===== src/rtl/cbc_pkg.sv =====
// shared types and constants of the cartridge bank controller
package cbc_pkg;

   localparam int AddrWidth      = 16;
   localparam int ByteWidth      = 8;
   localparam int OffsetWidth    = 21;
   localparam int RomBytesWidth  = 24;
   localparam int RamBytesWidth  = 18;
   localparam int RomBankWidth   = 7;
   localparam int RamBankWidth   = 2;
   localparam int RomPageBits    = 14;
   localparam int RamPageBits    = 13;
   localparam int CsrAddrWidth   = 4;
   localparam int CsrDataWidth   = 32;

   localparam logic [3:0]              RamEnableKey = 4'hA;
   localparam logic [RomBankWidth-1:0] RomBankReset = 7'd1;

   typedef enum logic [1:0] {
      KIND_NONE = 2'd0,
      KIND_MBC1 = 2'd1,
      KIND_MBC3 = 2'd2,
      KIND_RSVD = 2'd3
   } ctrl_kind_type;

   typedef enum logic [1:0] {
      REQ_ROM_RD = 2'd0,
      REQ_REG_WR = 2'd1,
      REQ_RAM_RD = 2'd2,
      REQ_RAM_WR = 2'd3
   } req_kind_type;

   typedef enum logic [1:0] {
      ACC_NONE   = 2'd0,
      ACC_ROM_RD = 2'd1,
      ACC_RAM_RD = 2'd2,
      ACC_RAM_WR = 2'd3
   } access_type;

   typedef enum logic [1:0] {
      CSR_KIND      = 2'd0,
      CSR_ROM_BYTES = 2'd1,
      CSR_RAM_BYTES = 2'd2,
      CSR_UNUSED    = 2'd3
   } csr_reg_type;

endpackage


===== src/rtl/cbc_req_if.sv =====
// request channel: bus access beats into the controller
interface cbc_req_if;
   import cbc_pkg::*;

   logic                 valid;
   logic                 ready;
   req_kind_type         req_type;
   logic [AddrWidth-1:0] addr;
   logic [ByteWidth-1:0] value;

   modport source (output valid, output req_type, output addr, output value, input ready);
   modport sink   (input valid, input req_type, input addr, input value, output ready);
endinterface


===== src/rtl/cbc_rsp_if.sv =====
// response channel: external memory access beats out of the controller
interface cbc_rsp_if;
   import cbc_pkg::*;

   logic                   valid;
   logic                   ready;
   access_type             access;
   logic [OffsetWidth-1:0] mem_offset;
   logic [ByteWidth-1:0]   write_byte;

   modport source (output valid, output access, output mem_offset, output write_byte,
                   input ready);
   modport sink   (input valid, input access, input mem_offset, input write_byte,
                   output ready);
endinterface


===== src/rtl/cartridge_bank_controller_core.sv =====
// cartridge bank controller: bank registers, address mapping, csr port
// a response beat is valid in the cycle after its request beat is accepted
// throughput: one request beat per cycle; a single output register holds the response
// and a new request is taken whenever that register is empty or being drained
// reset: synchronous, active high; rom bank 1, ram bank 0, ram disabled, mode 0,
// all csr registers 0, no response pending
module cartridge_bank_controller_core (
   input  logic                               clock,
   input  logic                               reset,
   cbc_req_if.sink                            req,
   cbc_rsp_if.source                          rsp,
   input  logic                               csr_psel,
   input  logic                               csr_penable,
   input  logic                               csr_pwrite,
   input  logic [cbc_pkg::CsrAddrWidth-1:0]   csr_paddr,
   input  logic [cbc_pkg::CsrDataWidth-1:0]   csr_pwdata,
   output logic [cbc_pkg::CsrDataWidth-1:0]   csr_prdata,
   output logic                               csr_pready
);
   import cbc_pkg::*;

   ctrl_kind_type            kind_ff,      kind_in;
   logic [RomBytesWidth-1:0] rom_bytes_ff, rom_bytes_in;
   logic [RamBytesWidth-1:0] ram_bytes_ff, ram_bytes_in;
   logic [RomBankWidth-1:0]  rom_bank_ff,  rom_bank_in;
   logic [RamBankWidth-1:0]  ram_bank_ff,  ram_bank_in;
   logic                     ram_en_ff,    ram_en_in;
   logic                     mode_ff,      mode_in;
   logic                     rsp_valid_ff, rsp_valid_in;
   access_type               access_ff,    access_in;
   logic [OffsetWidth-1:0]   offset_ff,    offset_in;
   logic [ByteWidth-1:0]     wbyte_ff,     wbyte_in;

   logic                     req_fire;
   logic                     csr_write;
   csr_reg_type              csr_index;
   logic                     banked;
   logic [OffsetWidth-1:0]   rom_cand;
   logic [RamPageBits+RamBankWidth-1:0] ram_cand;
   logic [6:0]               bank_sel;

   assign req.ready    = !rsp_valid_ff || rsp.ready;
   assign req_fire     = req.valid && req.ready;
   assign csr_pready   = 1'b1;
   assign csr_write    = csr_psel && csr_penable && csr_pwrite;
   assign csr_index    = csr_reg_type'(csr_paddr[3:2]);

   assign rsp.valid      = rsp_valid_ff;
   assign rsp.access     = access_ff;
   assign rsp.mem_offset = offset_ff;
   assign rsp.write_byte = wbyte_ff;

   // csr read and write
   always_comb begin
      kind_in      = kind_ff;
      rom_bytes_in = rom_bytes_ff;
      ram_bytes_in = ram_bytes_ff;
      csr_prdata   = '0;
      case (csr_index)
         CSR_KIND: begin
            csr_prdata = CsrDataWidth'(kind_ff);
            if (csr_write) kind_in = ctrl_kind_type'(csr_pwdata[1:0]);
         end
         CSR_ROM_BYTES: begin
            csr_prdata = CsrDataWidth'(rom_bytes_ff);
            if (csr_write) rom_bytes_in = csr_pwdata[RomBytesWidth-1:0];
         end
         CSR_RAM_BYTES: begin
            csr_prdata = CsrDataWidth'(ram_bytes_ff);
            if (csr_write) ram_bytes_in = csr_pwdata[RamBytesWidth-1:0];
         end
         default: begin
            csr_prdata = '0;
         end
      endcase
   end

   // address mapping and bank register updates
   always_comb begin
      rom_bank_in  = rom_bank_ff;
      ram_bank_in  = ram_bank_ff;
      ram_en_in    = ram_en_ff;
      mode_in      = mode_ff;
      access_in    = ACC_NONE;
      offset_in    = '0;
      wbyte_in     = '0;
      banked       = (kind_ff == KIND_MBC1) || (kind_ff == KIND_MBC3);
      rom_cand     = req.addr[14] ? {rom_bank_ff, req.addr[RomPageBits-1:0]}
                                  : OffsetWidth'(req.addr[RomPageBits-1:0]);
      ram_cand     = {ram_bank_ff, req.addr[RamPageBits-1:0]};
      bank_sel     = (kind_ff == KIND_MBC1) ? {2'b00, req.value[4:0]} : req.value[6:0];
      rsp_valid_in = rsp_valid_ff && !rsp.ready;

      if (req_fire) begin
         rsp_valid_in = 1'b1;
         case (req.req_type)
            REQ_ROM_RD: begin
               if (!req.addr[15] && (RomBytesWidth'(rom_cand) < rom_bytes_ff)) begin
                  access_in = ACC_ROM_RD;
                  offset_in = rom_cand;
               end
            end
            REQ_REG_WR: begin
               if (banked && !req.addr[15]) begin
                  case (req.addr[14:13])
                     2'b00: ram_en_in = (req.value[3:0] == RamEnableKey);
                     2'b01: begin
                        if (bank_sel == '0) begin
                           bank_sel = 7'd1;
                        end
                        if (kind_ff == KIND_MBC1) begin
                           rom_bank_in = {rom_bank_ff[6:5], bank_sel[4:0]};
                        end else begin
                           rom_bank_in = bank_sel;
                        end
                     end
                     2'b10: ram_bank_in = req.value[RamBankWidth-1:0];
                     default: begin
                        if (kind_ff == KIND_MBC1) mode_in = req.value[0];
                     end
                  endcase
               end
            end
            default: begin
               if (ram_en_ff && (ram_bytes_ff != '0) && (req.addr[15:13] == 3'b101)
                   && (RamBytesWidth'(ram_cand) < ram_bytes_ff)) begin
                  offset_in = OffsetWidth'(ram_cand);
                  if (req.req_type == REQ_RAM_RD) begin
                     access_in = ACC_RAM_RD;
                  end else begin
                     access_in = ACC_RAM_WR;
                     wbyte_in  = req.value;
                  end
               end
            end
         endcase
      end
   end

   always_ff @(posedge clock) begin
      if (reset) begin
         kind_ff      <= KIND_NONE;
         rom_bytes_ff <= '0;
         ram_bytes_ff <= '0;
         rom_bank_ff  <= RomBankReset;
         ram_bank_ff  <= '0;
         ram_en_ff    <= 1'b0;
         mode_ff      <= 1'b0;
         rsp_valid_ff <= 1'b0;
      end else begin
         kind_ff      <= kind_in;
         rom_bytes_ff <= rom_bytes_in;
         ram_bytes_ff <= ram_bytes_in;
         rom_bank_ff  <= rom_bank_in;
         ram_bank_ff  <= ram_bank_in;
         ram_en_ff    <= ram_en_in;
         mode_ff      <= mode_in;
         rsp_valid_ff <= rsp_valid_in;
      end
      if (req_fire) begin
         access_ff <= access_in;
         offset_ff <= offset_in;
         wbyte_ff  <= wbyte_in;
      end
   end

   // rom bank never drops to zero
   a_rom_bank_nonzero: assert property (@(posedge clock) disable iff (reset)
      rom_bank_ff != '0) else $error("rom bank register is zero");

   // a register write beat never produces a memory access
   a_reg_wr_no_access: assert property (@(posedge clock) disable iff (reset)
      req_fire && (req.req_type == REQ_REG_WR) |=> rsp.valid && (rsp.access == ACC_NONE))
      else $error("register write produced an access");

   // write data only travels with a ram write
   a_wbyte_only_on_write: assert property (@(posedge clock) disable iff (reset)
      rsp.valid && (rsp.access != ACC_RAM_WR) |-> (rsp.write_byte == '0))
      else $error("write byte set without ram write");

   // bank and enable state moves only on an accepted register write
   a_state_hold: assert property (@(posedge clock) disable iff (reset)
      !(req_fire && (req.req_type == REQ_REG_WR)) |=>
         $stable(rom_bank_ff) && $stable(ram_bank_ff) && $stable(ram_en_ff)
         && $stable(mode_ff))
      else $error("bank state changed without a register write");

   // a held response stays put until taken
   a_rsp_hold: assert property (@(posedge clock) disable iff (reset)
      rsp.valid && !rsp.ready |=> rsp.valid && $stable(rsp.access)
         && $stable(rsp.mem_offset))
      else $error("pending response lost or changed");

endmodule

===== src/flat_wrapper.sv =====
// flat-port wrapper written by rule: the top's interface ports become plain ports
module cartridge_bank_controller_core_flat import cbc_pkg::*;
  (clock, reset, csr_psel, csr_penable, csr_pwrite, csr_paddr, csr_pwdata, csr_prdata, csr_pready, req_valid, req_req_type, req_addr, req_value, req_ready, rsp_valid, rsp_access, rsp_mem_offset, rsp_write_byte, rsp_ready);
  cbc_req_if req_i ();
  cbc_rsp_if rsp_i ();
  input  logic clock;
  input  logic reset;
  input  logic csr_psel;
  input  logic csr_penable;
  input  logic csr_pwrite;
  input  logic [cbc_pkg::CsrAddrWidth-1:0] csr_paddr;
  input  logic [cbc_pkg::CsrDataWidth-1:0] csr_pwdata;
  output logic [cbc_pkg::CsrDataWidth-1:0] csr_prdata;
  output logic csr_pready;
  input wire logic [$bits(req_i.valid)-1:0] req_valid;
  input wire logic [$bits(req_i.req_type)-1:0] req_req_type;
  input wire logic [$bits(req_i.addr)-1:0] req_addr;
  input wire logic [$bits(req_i.value)-1:0] req_value;
  output wire logic [$bits(req_i.ready)-1:0] req_ready;
  output wire logic [$bits(rsp_i.valid)-1:0] rsp_valid;
  output wire logic [$bits(rsp_i.access)-1:0] rsp_access;
  output wire logic [$bits(rsp_i.mem_offset)-1:0] rsp_mem_offset;
  output wire logic [$bits(rsp_i.write_byte)-1:0] rsp_write_byte;
  input wire logic [$bits(rsp_i.ready)-1:0] rsp_ready;
  assign req_i.valid = req_valid;
  assign req_i.req_type = req_req_type;
  assign req_i.addr = req_addr;
  assign req_i.value = req_value;
  assign req_ready = req_i.ready;
  assign rsp_valid = rsp_i.valid;
  assign rsp_access = rsp_i.access;
  assign rsp_mem_offset = rsp_i.mem_offset;
  assign rsp_write_byte = rsp_i.write_byte;
  assign rsp_i.ready = rsp_ready;
  cartridge_bank_controller_core u_core (.clock(clock), .reset(reset), .req(req_i), .rsp(rsp_i), .csr_psel(csr_psel), .csr_penable(csr_penable), .csr_pwrite(csr_pwrite), .csr_paddr(csr_paddr), .csr_pwdata(csr_pwdata), .csr_prdata(csr_prdata), .csr_pready(csr_pready));
endmodule

===== config.mk =====
export PLATFORM = sky130hd
export DESIGN_NAME = cartridge_bank_controller_core_flat
export DESIGN_NICKNAME = d
export VERILOG_FILES = /design/src/rtl/cbc_pkg.sv /design/src/rtl/cbc_req_if.sv /design/src/rtl/cbc_rsp_if.sv /design/src/rtl/cartridge_bank_controller_core.sv /design/src/flat_wrapper.sv
export SDC_FILE = /design/constraint.sdc
export NUM_CORES = 1
export LEC_CHECK = 0
export ABC_AREA = 1
export BUFFER_PORTS_ARGS = -buffer_cell sky130_fd_sc_hd__buf_4
export CORE_UTILIZATION = 56
export DETAILED_ROUTE_END_ITERATION = 8
export PLACE_DENSITY = 0.93
export RECOVER_POWER = 100
export SYNTH_ARGS = -nofsm -noshare
export SYNTH_HDL_FRONTEND = slang
export SYNTH_SLANG_ARGS = --single-unit

===== constraint.sdc =====
create_clock -name clock -period 8.9 [get_ports clock]
set_input_delay 0.445 -clock clock [delete_from_list [all_inputs] [get_ports clock]]
set_output_delay 0.445 -clock clock [all_outputs]
set_load 0.03 [all_outputs]

### Yosys cells after proc, flatten, opt, wreduce, memory -nomap -nowiden

Cells that the tools add are included.

* mux-type cells: 12
* $lt $le $gt $ge: 2
* bitwise logic cells: 2
* equal/unequal tests: 10
* reductions and logical operators: 27

Operators with widths (number)
* $pmux 24 s3: 1
* $mux 21: 2
* $pmux 21 s2: 1
* $lt 21x24->1: 1
* $lt 15x18->1: 1
* $reduce_bool 18->1: 1
* $mux 15: 1
* $mux 7: 2
* $reduce_and 4->1: 3
* $logic_and 1x1->1: 9
* $eq 2x1->1 const B: 4
* $eq 2x2->1 const B: 4
* $logic_not 7->1: 1
* $logic_not 2->1: 3
* $reduce_and 2->1: 3
* $reduce_and 5->1: 1
* $eq 4x4->1 const B: 1
* $pmux 2 s2: 1
* $reduce_or 4->1: 1
* $eq 3x3->1 const B: 1
* $logic_not 1->1: 3
* $mux 1: 3
* $logic_or 1x1->1: 2
* $mux 2: 1
* $not 1->1: 2

* register bits after elaboration: 86
* output and inout port bits: 66
* logic and storage cells: 64
* input bits: 69

### Logic depth before layout (Yosys ltp)

Gate-level depths: netlist of the first run.

* word-level depth: 6
* mapped depth: 13
* depth with buffers taken out: 13

### Worst setup path before layout of the first run

Ideal clock, no wire load.

* path type: input to register
* from: input req_valid
* to: register u_core.rom_bank_ff[6]
* stages: 8
* slack: 5.901 ns
* path buffers: 0
* arrival: 2.929 ns
* required time: 8.830 ns
* library setup time: 0.070 ns
* cell sequence: inv_1 a21oi_1 nand3_1 inv_1 nand2_1 nor2_1 o21ai_0 a21oi_1

* longest elaborated chain between the ends: 2

Ends and longest elaborated chain
* from (decl): RTL line flat_wrapper.sv:15 `input wire logic [$bits(req_i.valid)-1:0] req_valid;`
* $logic_and 1x1->1: RTL line cartridge_bank_controller_core.sv:43 `assign req_fire = req.valid && req.ready;`
* net u_core.req_fire: RTL line cartridge_bank_controller_core.sv:34 `logic req_fire;`
* $reduce_and 5->1 (no source line)
* to (signal assigned): RTL line cartridge_bank_controller_core.sv:145 `rom_bank_ff <= RomBankReset;`
* to (signal assigned): RTL line cartridge_bank_controller_core.sv:154 `rom_bank_ff <= rom_bank_in;`
* to (decl): RTL line cartridge_bank_controller_core.sv:25 `logic [RomBankWidth-1:0] rom_bank_ff, rom_bank_in;`

The timed path passes the listed nets, and every way through them passes these cells.
A chain may end at the register's enable or synchronous reset.

### Worst setup path after layout of the first run

* from: register u_core.rsp_valid_ff, in the netlist u_core.rsp.valid
* to: register u_core.rom_bank_ff[6]

* longest elaborated chain between the ends: 4

Ends and longest elaborated chain
* from (decl): RTL line cartridge_bank_controller_core.sv:29 `logic rsp_valid_ff, rsp_valid_in;`
* from (signal assigned): RTL line cartridge_bank_controller_core.sv:158 `rsp_valid_ff <= rsp_valid_in;`
* $logic_not 1->1: RTL line cartridge_bank_controller_core.sv:42 `assign req.ready = !rsp_valid_ff || rsp.ready;`
* $logic_or 1x1->1: RTL line cartridge_bank_controller_core.sv:42
* $logic_and 1x1->1: RTL line cartridge_bank_controller_core.sv:43
* net u_core.req_fire: RTL line cartridge_bank_controller_core.sv:34
* $reduce_and 5->1 (no source line)

The timed path passes the listed nets, and every way through them passes these cells.

==> flow_metrics.tcl, run 1 <==
set metrics [dict create \
    outcome "complete, but fails checks" \
    violations_in_the_final_reports "max-capacitance violations, max-slew violations" \
    power_density_over_the_cells_mw_per_mm2 157 \
    hp_start "reset" \
    tritoncts_num_sinks 86 \
    finClkSkew_ns 0.00862 \
    cts_hold_buffers 0 \
    finalWorstPathRequiredPeriod_ns 3.87 \
    post_drt_wl_per_cell_um 14.8 \
    cts_setup_buffers 0 \
    path_common_cell "sky130_fd_sc_hd__a21oi_1" \
    place_hpwl_mm 8.36 \
    drv_cap 1 \
    width_of_the_die_um 92.3 \
    syn-cell-area_mm2 0.00457 \
    share_of_the_yosys_chip_area_belonging_to_registers_pct 44.5 \
    dpl_cell_area_mm2 0.00542 \
    master_of_the_slowest_instance_on_the_critical_path "sky130_fd_sc_hd__a21oi_1" \
    critical_path.top_delay_family "compound AO/OA/AOI/OAI gates" \
    rr_worst_depth 7 \
    netlist-cell-type-count 33 \
    layout_net_count 769 \
    count_of_inserted_antenna_diode_cells 0 \
    syn_inst 558 \
    grt_pass1_vias 3903 \
    finalHoldViolations 0 \
    timing.critical_path.required_ns 9.17 \
    r2r-end "u_core.rom_bank_ff[6]" \
    critical_path.cell_chain "a21oi_1 > nand3_1 > inv_1 > nand2_1 > nor2_1 > o21ai_0 > a21oi_1" \
    timing.hold.worst_endpoint "u_core.rsp.valid" \
    ctsHtreeMaxLevel 3 \
    detail_route.first_pass.iterations 5 \
    core_area_mm2 0.00781 \
    tritoncts "yes" \
    ys_seq_elements 86 \
    hold-path-cell-count 2 \
    crit_arrival_ns 4.14 \
    groute.usage.overall_pct 27.5 \
    gp_congestion 0.871 \
    power.static_leakage_nw 2.35 \
    dieHeight_um 92.3 \
    initial_utilization_pct 58.5 \
    clk-insertion-delay-late_ns 0.36 \
    rsz_0062_raised_after_global_routing "no" \
    port_buffers 115 \
    grt_antenna_before_repair 0 \
    max_stage_delay_ns 2.10 \
    detail_route.iter0.violations 247 \
    die-area_mm2 0.00852 \
    cts_max_path_buffers 2 \
    timing_worst_slew_pin_value_ns 2.81 \
    timing_max_transition_violations_final 33 \
    final_area_mm2 0.00535 \
    grt_first_pass_wirelength_mm 18.1 \
    worstPathBufferInverterCount 1 \
    timing.rr.start "u_core.rsp.valid" \
    worst-r2r-setup-slack_ns 5.03 \
    fmax_mhz 259 \
    route.vias.total 4210 \
    worst_slew_margin_rel_pct -87.4 \
    io_pins 135 \
    final_report_setup_violation_count 0 \
    largest_net_degree_at_the_start_of_global_routing 54 \
    hold_path.class "input port to flip-flop" \
    globalRoute.totalOverflow 0 \
    clockRootBuffer "sky130_fd_sc_hd__clkbuf_8" \
    final.fill_count 694 \
    cts-buffers-inserted 9 \
    flow.area_growth_from_synthesis_pct 17.1 \
    drtAntennaViolNets 0 \
    drc 0 \
    post_cts_resize_count 0 \
    crit_path_max_fanout 32 \
    worstSetupPathType "flip-flop to flip-flop" \
    core.rowCount 32 \
    synthesis.area_per_instance_um2 8.19 \
    clkTransAtPathRegs_ns 0.08 \
    ir_drop_v 0.0000874 \
    proportion_of_layout_cells_with_a_drive_suffix_above_1_pct 11.7 \
    critical_path.startpoint_type "flip-flop" \
    synth_warnings 0 \
    cp-end-kind "flip-flop" \
    route.detailed.vias_per_inst 5.47 \
    fin_tns_setup_ns 0 \
    drt_wl_total_mm 11.4 \
    fin_crit_sh_pct 43.5 \
]
[state kept, by name, summed over array words and instances (netlist names), 2 cells and up]
register               count
u_core.rsp.mem_offset     21
u_core.rom_bytes_ff       24
u_core.rom_bank_ff         7
u_core.rsp.access          2
u_core.ram_bank_ff         2
u_core.rsp.write_byte      8
u_core.kind_ff             2
u_core.ram_bytes_ff       18
[stage by stage]
stage                     total power, mW  cells  setup WS [ns]  hold WS, ns  utilization (%)
after global routing                0.874    769           4.46        0.341             68.6
after detailed placement            0.562    753           6.15        0.467             69.5
final                               0.843    769           5.03        0.323             68.6
after global placement              0.557    753           6.29        0.459             69.5
after floorplan                     0.513    565           5.90        0.442                -
after CTS                           0.850    769           6.52        0.261             72.2
[per-layer routing]
metal,vias up,wire [µm],GRT usage (%),share of wire [%]
li1,2043,-,-,-
met1,1937,4780,34.5,42
met2,198,5400,45.6,47
met3,32,889,7.22,7.8
met4,0,299,9.64,2.6
met5,-,0,0,0
[worst max path at each step]
stage	startpoint	to	slack [ns]	cells past startpoint
after floorplan	req_valid	u_core.rom_bank_ff[6]	5.90	8
after global placement	csr_paddr[2]	u_core.rom_bytes_ff[17]	6.29	8
after detailed placement	csr_paddr[2]	u_core.rom_bytes_ff[2]	6.15	8
after CTS	csr_paddr[2]	u_core.rom_bytes_ff[21]	6.52	8
after global routing	u_core.rsp.valid	u_core.rom_bank_ff[6]	4.46	7
final	u_core.rsp.valid	u_core.rom_bank_ff[6]	5.03	7
[layout by cell type (no fill, tap or decap), types with 4 or more instances in the layout]
cell,n
sky130_fd_sc_hd__inv_1,101
sky130_fd_sc_hd__a21oi_1,75
sky130_fd_sc_hd__nand2_1,63
sky130_fd_sc_hd__clkbuf_1,59
sky130_fd_sc_hd__o21ai_0,57
sky130_fd_sc_hd__buf_4,56
sky130_fd_sc_hd__dfxtp_1,55
sky130_fd_sc_hd__nor2_1,50
sky130_fd_sc_hd__ha_1,38
sky130_fd_sc_hd__edfxtp_1,31
sky130_fd_sc_hd__o22ai_1,16
sky130_fd_sc_hd__nand3_1,12
sky130_fd_sc_hd__conb_1,9
sky130_fd_sc_hd__clkbuf_8,9
sky130_fd_sc_hd__a21oi_2,6
sky130_fd_sc_hd__nand4_1,4
sky130_fd_sc_hd__nor4_1,4
[cell usage after synthesis]
cell type                  number  share of area, %
sky130_fd_sc_hd__inv_1         99               8.1
sky130_fd_sc_hd__a21oi_1       67               7.3
sky130_fd_sc_hd__nand2_1       62               5.1
sky130_fd_sc_hd__o21ai_0       57               6.2
sky130_fd_sc_hd__dfxtp_1       55                24
sky130_fd_sc_hd__nor2_1        50               4.1
sky130_fd_sc_hd__ha_1          38                10
sky130_fd_sc_hd__edfxtp_1      31                20
sky130_fd_sc_hd__o22ai_1       16               2.2
sky130_fd_sc_hd__a21oi_2       14               2.7
sky130_fd_sc_hd__clkbuf_1      11              0.90
sky130_fd_sc_hd__nand3_1       11               1.2
sky130_fd_sc_hd__buf_4          9               1.5
sky130_fd_sc_hd__buf_6          4              0.99
sky130_fd_sc_hd__buf_1          3              0.25
sky130_fd_sc_hd__nand4_1        3              0.41
sky130_fd_sc_hd__nor4_1         3              0.41
sky130_fd_sc_hd__a31oi_1        2              0.27
sky130_fd_sc_hd__buf_2          2              0.22
sky130_fd_sc_hd__conb_1         2              0.16
sky130_fd_sc_hd__inv_2          2              0.16
sky130_fd_sc_hd__nand3_2        2              0.44
sky130_fd_sc_hd__nor2_2         2              0.27
sky130_fd_sc_hd__nor3_1         2              0.22
sky130_fd_sc_hd__o21a_1         2              0.33
sky130_fd_sc_hd__o221ai_1       2              0.38
sky130_fd_sc_hd__and2_1         1              0.14
sky130_fd_sc_hd__nand2_2        1              0.14
sky130_fd_sc_hd__nand3b_1       1              0.16
sky130_fd_sc_hd__nand4_2        1              0.27
sky130_fd_sc_hd__nor4_2         1              0.27
sky130_fd_sc_hd__o21ai_1        1              0.11
sky130_fd_sc_hd__or2_0          1              0.14
[power breakdown]
| group | internal, mW | switching (mW) |
|---|---|---|
| Combinational | 0.0410 | 0.0815 |
| Sequential | 0.419 | 0.00368 |
| Clock | 0.156 | 0.142 |
| Total | 0.616 | 0.227 |
[cells by family after synthesis]
kind of cell,Yosys count,share of synthesized area [%]
compound gates,161,19.6
fa+ha+maj,38,10.4
buf+inv,130,12.1
flops,86,44.5
other cells,2,0.164
simple gates,141,13.3
[layout make-up]
| class | instances | area [µm²] | area share [%] |
|---|---|---|---|
| Inverter | 101 | 379 | 7.08 |
| Clock buffer | 9 | 124 | 2.31 |
| Clock inverter | 7 | 88.8 | 1.66 |
| Multi-Input combinational cell | 349 | 1960 | 36.6 |
| Tap cell | 102 | 128 | 2.38 |
| Sequential cell | 86 | 2030 | 38.0 |
| Timing Repair Buffer | 115 | 642 | 12.0 |
Power figures use the tool's default switching activity.
==> run 2: changes to the inputs <==
--- a/config.mk
+++ b/config.mk
@@ -7,9 +7,9 @@
 export LEC_CHECK = 0
 export ABC_AREA = 1
 export BUFFER_PORTS_ARGS = -buffer_cell sky130_fd_sc_hd__buf_4
-export CORE_UTILIZATION = 56
+export CORE_UTILIZATION = 47
 export DETAILED_ROUTE_END_ITERATION = 8
-export PLACE_DENSITY = 0.93
+export PLACE_DENSITY = 0.84
 export RECOVER_POWER = 100
 export SYNTH_ARGS = -nofsm -noshare
 export SYNTH_HDL_FRONTEND = slang
==> constraint.sdc (replaced) <==
create_clock -name clock -period 3.1 [get_ports clock]
set_input_delay 0.155 -clock clock [delete_from_list [all_inputs] [get_ports clock]]
set_output_delay 0.155 -clock clock [all_outputs]
set_load 0.03 [all_outputs]
==> flow_metrics.tcl, run 2 (synthesis results as in run 1) <==
set metrics [dict create \
    tritoncts_num_sinks 86 \
    place_hpwl_mm 8.73 \
    timing.critical_path.required_ns 3.26 \
    proportion_of_layout_cells_with_a_drive_suffix_above_1_pct 13.7 \
    largest_register "u_core.rom_bytes_ff" \
    clockRootBuffer "sky130_fd_sc_hd__clkbuf_8" \
    finalHoldViolations 0 \
    timing_max_transition_violations_final 54 \
    drc 0 \
    ctsHtreeMaxLevel 3 \
    die-area_mm2 0.0101 \
    layout_commonest_cell "sky130_fd_sc_hd__inv_1" \
    flow.area_growth_from_synthesis_pct 18.2 \
    outcome "complete, but fails checks" \
    count_of_inserted_antenna_diode_cells 0 \
    clkTransAtPathRegs_ns 0.08 \
    width_of_the_die_um 101 \
    globalRoute.totalOverflow 0 \
    dieHeight_um 101 \
    layout_net_count 774 \
    cts_max_path_buffers 2 \
    final_report_setup_violation_count 0 \
    detail_route.iter0.violations 168 \
    post_cts_resize_count 0 \
    worst_slew_margin_rel_pct -22.3 \
    grt_pass1_vias 4032 \
    largest_net_degree_at_the_start_of_global_routing 54 \
    route.vias.total 4158 \
    layout.cells.most_common_list "sky130_fd_sc_hd__inv_1, sky130_fd_sc_hd__a21oi_1, sky130_fd_sc_hd__nand2_1" \
    crit_path_max_fanout 15 \
    critical_path.startpoint_type "flip-flop" \
    fin_crit_sh_pct 79.8 \
    rsz_0062_raised_after_global_routing "no" \
    power_density_over_the_cells_mw_per_mm2 415 \
    finalWorstPathRequiredPeriod_ns 2.47 \
    final.fill_count 903 \
    final_area_mm2 0.00540 \
    cts_setup_buffers 0 \
    violations_in_the_final_reports "max-capacitance violations, max-slew violations" \
    largest_register_ff_count 24 \
    hold_path.class "input port to flip-flop" \
    master_of_the_slowest_instance_on_the_critical_path "sky130_fd_sc_hd__nand4_1" \
    core_area_mm2 0.00933 \
    routed_metal_1_wire_length_mm 4.97 \
    routed-wl-met2_mm 5.48 \
    route.detailed.vias_per_inst 5.19 \
    critical_path.cell_chain "inv_1 > ha_1 > nand2_1 > inv_1 > nand2_1 > nand2_1 > nand2_1 > nand2_1 > a21oi_1 > nand4_1 > o21ai_0" \
    tritoncts "yes" \
    cp-end-kind "flip-flop" \
    cts-buffers-inserted 9 \
    initial_utilization_pct 49.0 \
    fmax_mhz 404 \
    gp_congestion 0.834 \
    grt_antenna_before_repair 0 \
    power.static_leakage_nw 2.36 \
    worstSetupPathType "flip-flop to flip-flop" \
    io_pins 135 \
    path_common_cell "sky130_fd_sc_hd__nand2_1" \
    post_drt_wl_per_cell_um 14.3 \
    drtAntennaViolNets 0 \
    port_buffers 115 \
    clk-insertion-delay-late_ns 0.35 \
    groute.usage.overall_pct 23.0 \
    dpl_cell_area_mm2 0.00549 \
    crit_arrival_ns 2.64 \
    core.rowCount 35 \
    fin_tns_setup_ns 0 \
    hold_ws_ns 0.0572 \
    detailroute.wirelength.met3_um 710 \
    drv_cap 1 \
    ir_drop_v 0.000215 \
    route.top_layer_used "met4" \
    max_stage_delay_ns 0.66 \
    finClkSkew_ns 0.00671 \
    timing_worst_slew_pin_value_ns 1.83 \
    drt_wl_total_mm 11.5 \
    grt_first_pass_wirelength_mm 18.1 \
    detail_route.first_pass.iterations 5 \
]
[run 2: stage by stage]
stage	utilization (%)	instances	setup slack, ns	power (mW)
2_1_floorplan	-	565	0.107	1.47
3_3_place_gp	58.8	784	0.794	1.61
3_5_place_dp	58.8	784	0.695	1.62
4_1_cts	60.6	801	0.713	2.28
5_1_grt	57.9	801	0.336	2.33
6_report	57.9	801	0.625	2.24
[run 2: critical path: cells and delay by family, from the launching register on]
family          cells  cell delay, ns
fa+ha+maj           1            0.30
simple gates        6            0.99
buf+inv             2            0.12
flops               1            0.33
compound gates      2            0.55
[run 2: worst paths after layout]
| kind | slack, ns | depth (start not counted) | endpoint | start |
|---|---|---|---|---|
| worst min register to register | 0.48 | 2 | u_core.rom_bytes_ff[23] | u_core.rom_bytes_ff[23] |
| worst max-delay path | 0.63 | 11 | u_core.rsp.access[0] | u_core.ram_bytes_ff[5] |
| worst max register to register | 0.63 | 11 | u_core.rsp.access[0] | u_core.ram_bytes_ff[5] |
| worst min-delay path | 0.06 | 3 | u_core.kind_ff[0] | csr_pwdata[0] |
[run 2: cell type report]
cell class / instances / area, µm² / share of cell area (%)
clock buffer: 10 / 128 / 2.36
clock inverter: 6 / 28.8 / 0.533
inverter: 101 / 379 / 7.02
multi-input combinational: 349 / 1990 / 36.9
sequential: 86 / 2030 / 37.6
tap: 129 / 161 / 2.99
timing repair buffer: 120 / 682 / 12.6
[run 2: timing repair]
item                                   CTS  global route
endpoints found under the hold margin    2             0
hold buffers                             1             0
setup endpoints to repair                0             0
[run 2: metal layers]
| metal | track usage [%] | vias up |
|---|---|---|
| li1 | - | 2049 |
| met1 | 29.3 | 1906 |
| met2 | 38.2 | 175 |
| met3 | 2.91 | 28 |
| met4 | 12.3 | 0 |
| met5 | 0 | - |
[run 2: where the power goes]
| part | internal, mW | switching, mW |
|---|---|---|
| clock network | 0.282 | 0.389 |
| logic | 0.123 | 0.238 |
| registers | 1.20 | 0.0105 |
| total | 1.61 | 0.637 |
==> run 3: changes to the inputs <==
--- a/config.mk
+++ b/config.mk
@@ -7,9 +7,9 @@
 export LEC_CHECK = 0
 export ABC_AREA = 1
 export BUFFER_PORTS_ARGS = -buffer_cell sky130_fd_sc_hd__buf_4
-export CORE_UTILIZATION = 47
+export CORE_UTILIZATION = 52
 export DETAILED_ROUTE_END_ITERATION = 8
-export PLACE_DENSITY = 0.84
+export PLACE_DENSITY = 0.87
 export RECOVER_POWER = 100
 export SYNTH_ARGS = -nofsm -noshare
 export SYNTH_HDL_FRONTEND = slang
==> constraint.sdc (replaced) <==
create_clock -name clock -period 2.58 [get_ports clock]
set_input_delay 0.129 -clock clock [delete_from_list [all_inputs] [get_ports clock]]
set_output_delay 0.129 -clock clock [all_outputs]
set_load 0.03 [all_outputs]
==> flow_metrics.tcl, run 3 (synthesis results as in run 1) <==
set metrics [dict create \
    outcome "complete, but fails checks" \
    violations_in_the_final_reports "max-capacitance violations, max-slew violations" \
    cp-end-kind "flip-flop" \
    timing_worst_slew_pin_value_ns 1.56 \
    hp_start "csr_pwdata[0]" \
    clk-insertion-delay-late_ns 0.36 \
    drtAntennaViolNets 0 \
    io_pins 135 \
    place_hpwl_mm 8.39 \
    proportion_of_layout_cells_with_a_drive_suffix_above_1_pct 12.4 \
    worstSetupPathType "flip-flop to flip-flop" \
    timing.rr.start "u_core.rom_bank_ff[5]" \
    finalWorstPathRequiredPeriod_ns 2.22 \
    finalHoldViolations 0 \
    critical_path.startpoint_type "flip-flop" \
    layout_commonest_cell "sky130_fd_sc_hd__inv_1" \
    gp_congestion 0.903 \
    tritoncts "yes" \
    route.detailed.vias_per_inst 5.30 \
    crit_arrival_ns 2.31 \
    grt_first_pass_wirelength_mm 17.4 \
    final.fill_count 753 \
    cts-buffers-inserted 9 \
    die-area_mm2 0.00917 \
    timing.hold.worst_endpoint "u_core.kind_ff[0]" \
    r2r-end "u_core.rsp.mem_offset[4]" \
    groute.usage.overall_pct 25.2 \
    ir_drop_v 0.000267 \
    largest_register "u_core.rom_bytes_ff" \
    dpl.cell_count 760 \
    largest_net_degree_at_the_start_of_global_routing 54 \
    grt_pass1_vias 3697 \
    finish.cell_count_without_fillers 777 \
    clkTransAtPathRegs_ns 0.08 \
    cts_max_path_buffers 2 \
    clockRootBuffer "sky130_fd_sc_hd__clkbuf_8" \
    layout.cells.most_common_list "sky130_fd_sc_hd__inv_1, sky130_fd_sc_hd__a21oi_1, sky130_fd_sc_hd__nand2_1" \
    tritoncts_num_sinks 86 \
    worst_slew_margin_rel_pct -4.14 \
    power_density_over_the_cells_mw_per_mm2 557 \
    post_cts_resize_count 0 \
    post_drt_wl_per_cell_um 14.4 \
    fin_tns_setup_ns 0 \
    fin_crit_sh_pct 86.0 \
    ctsHtreeMaxLevel 3 \
    core_area_mm2 0.00834 \
    finClkSkew_ns 0.00551 \
    globalRoute.totalOverflow 0 \
    crit_path_max_fanout 20 \
    count_of_inserted_antenna_diode_cells 0 \
    detail_route.iter0.violations 347 \
    initial_utilization_pct 54.8 \
    core.rowCount 33 \
    layout_net_count 774 \
    grt_antenna_before_repair 0 \
    drc 0 \
    port_buffers 115 \
    rsz_0062_raised_after_global_routing "no" \
    worst-r2r-setup-slack_ns 0.36 \
    hold_path.class "input port to flip-flop" \
    largest_register_ff_count 24 \
    dieHeight_um 95.7 \
    final_report_setup_violation_count 0 \
    power.static_leakage_nw 2.38 \
    detail_route.first_pass.iterations 5 \
    rr_worst_depth 10 \
    hold-path-cell-count 3 \
    route.vias.total 4116 \
    timing_max_transition_violations_final 32 \
    drv_cap 1 \
    flow.area_growth_from_synthesis_pct 18.5 \
    timing.critical_path.required_ns 2.68 \
    fmax_mhz 451 \
    drt_wl_total_mm 11.2 \
    width_of_the_die_um 95.7 \
]
-- run 3: final cells by class --
class                      count  area (µm²)  share of cell area (%)
clock buffer                  10         128                    2.36
clock inverter                 6         110                    2.03
inverter                     101         379                    7.00
multi-input combinational    349        1960                    36.1
sequential                    86        2030                    37.5
tap                          105         131                    2.43
timing repair buffer         120         679                    12.5
-- run 3: worst max-delay path by stage --
stage,start,endpoint,slack [ns],cells past startpoint
4_1_cts,u_core.rom_bank_ff[5],u_core.rsp.access[0],0.33,10
3_3_place_gp,req_addr[14],u_core.rsp.access[0],0.41,11
2_1_floorplan,u_core.rsp.valid,u_core.rom_bank_ff[6],0.33,7
5_1_grt,u_core.ram_bytes_ff[5],u_core.rsp.write_byte[2],0.21,13
6_report,u_core.rom_bank_ff[5],u_core.rsp.mem_offset[4],0.36,10
3_5_place_dp,req_addr[14],u_core.rsp.access[0],0.34,11
-- run 3: per-layer routing --
metal	global-route usage [%]	vias up	part of all wire, %	wire, µm
met5	0	-	0	0
li1	-	2054	-	-
met2	42.3	191	47	5260
met1	32.0	1833	43	4810
met4	11.9	0	3.1	347
met3	3.48	38	7.0	785
-- run 3: power breakdown --
part / switching [mW] / leakage, nW / internal [mW] / total [mW]
sequential: 0.0122 / 0.759 / 1.44 / 1.46
combinational: 0.281 / 1.51 / 0.146 / 0.427
clock: 0.491 / 0.114 / 0.642 / 1.13
total: 0.784 / 2.38 / 2.23 / 3.02
-- run 3: stage by stage --
| step | instance area, µm² | util (%) | power [mW] | setup WS (ns) | hold slack, ns |
|---|---|---|---|---|---|
| floorplan | 4600 | - | 1.77 | 0.334 | 0.198 |
| finish | 5420 | 64.9 | 3.02 | 0.362 | 0.0295 |
| detailed placement | 5460 | 65.4 | 1.94 | 0.342 | 0.314 |
| global route | 5420 | 64.9 | 3.11 | 0.214 | 0.0365 |
| CTS | 5700 | 68.4 | 3.05 | 0.331 | 0.0362 |
| global placement | 5460 | 65.4 | 1.93 | 0.410 | 0.314 |
-- run 3: what timing repair did --
item | CTS | global route
endpoints found under the hold margin | 2 | 0
hold buffers | 1 | 0
setup buffers | 0 | 0
-- run 3: critical path, cell delays in order, from the launching register on --
cell,delay (ns)
sky130_fd_sc_hd__dfxtp_1,0.32
sky130_fd_sc_hd__nand2_1,0.07
sky130_fd_sc_hd__inv_1,0.06
sky130_fd_sc_hd__ha_1,0.30
sky130_fd_sc_hd__nand2_1,0.08
sky130_fd_sc_hd__nor4_2,0.41
sky130_fd_sc_hd__and2_0,0.18
sky130_fd_sc_hd__nand2_1,0.09
sky130_fd_sc_hd__nand2_2,0.06
sky130_fd_sc_hd__buf_4,0.23
sky130_fd_sc_hd__a21oi_1,0.12
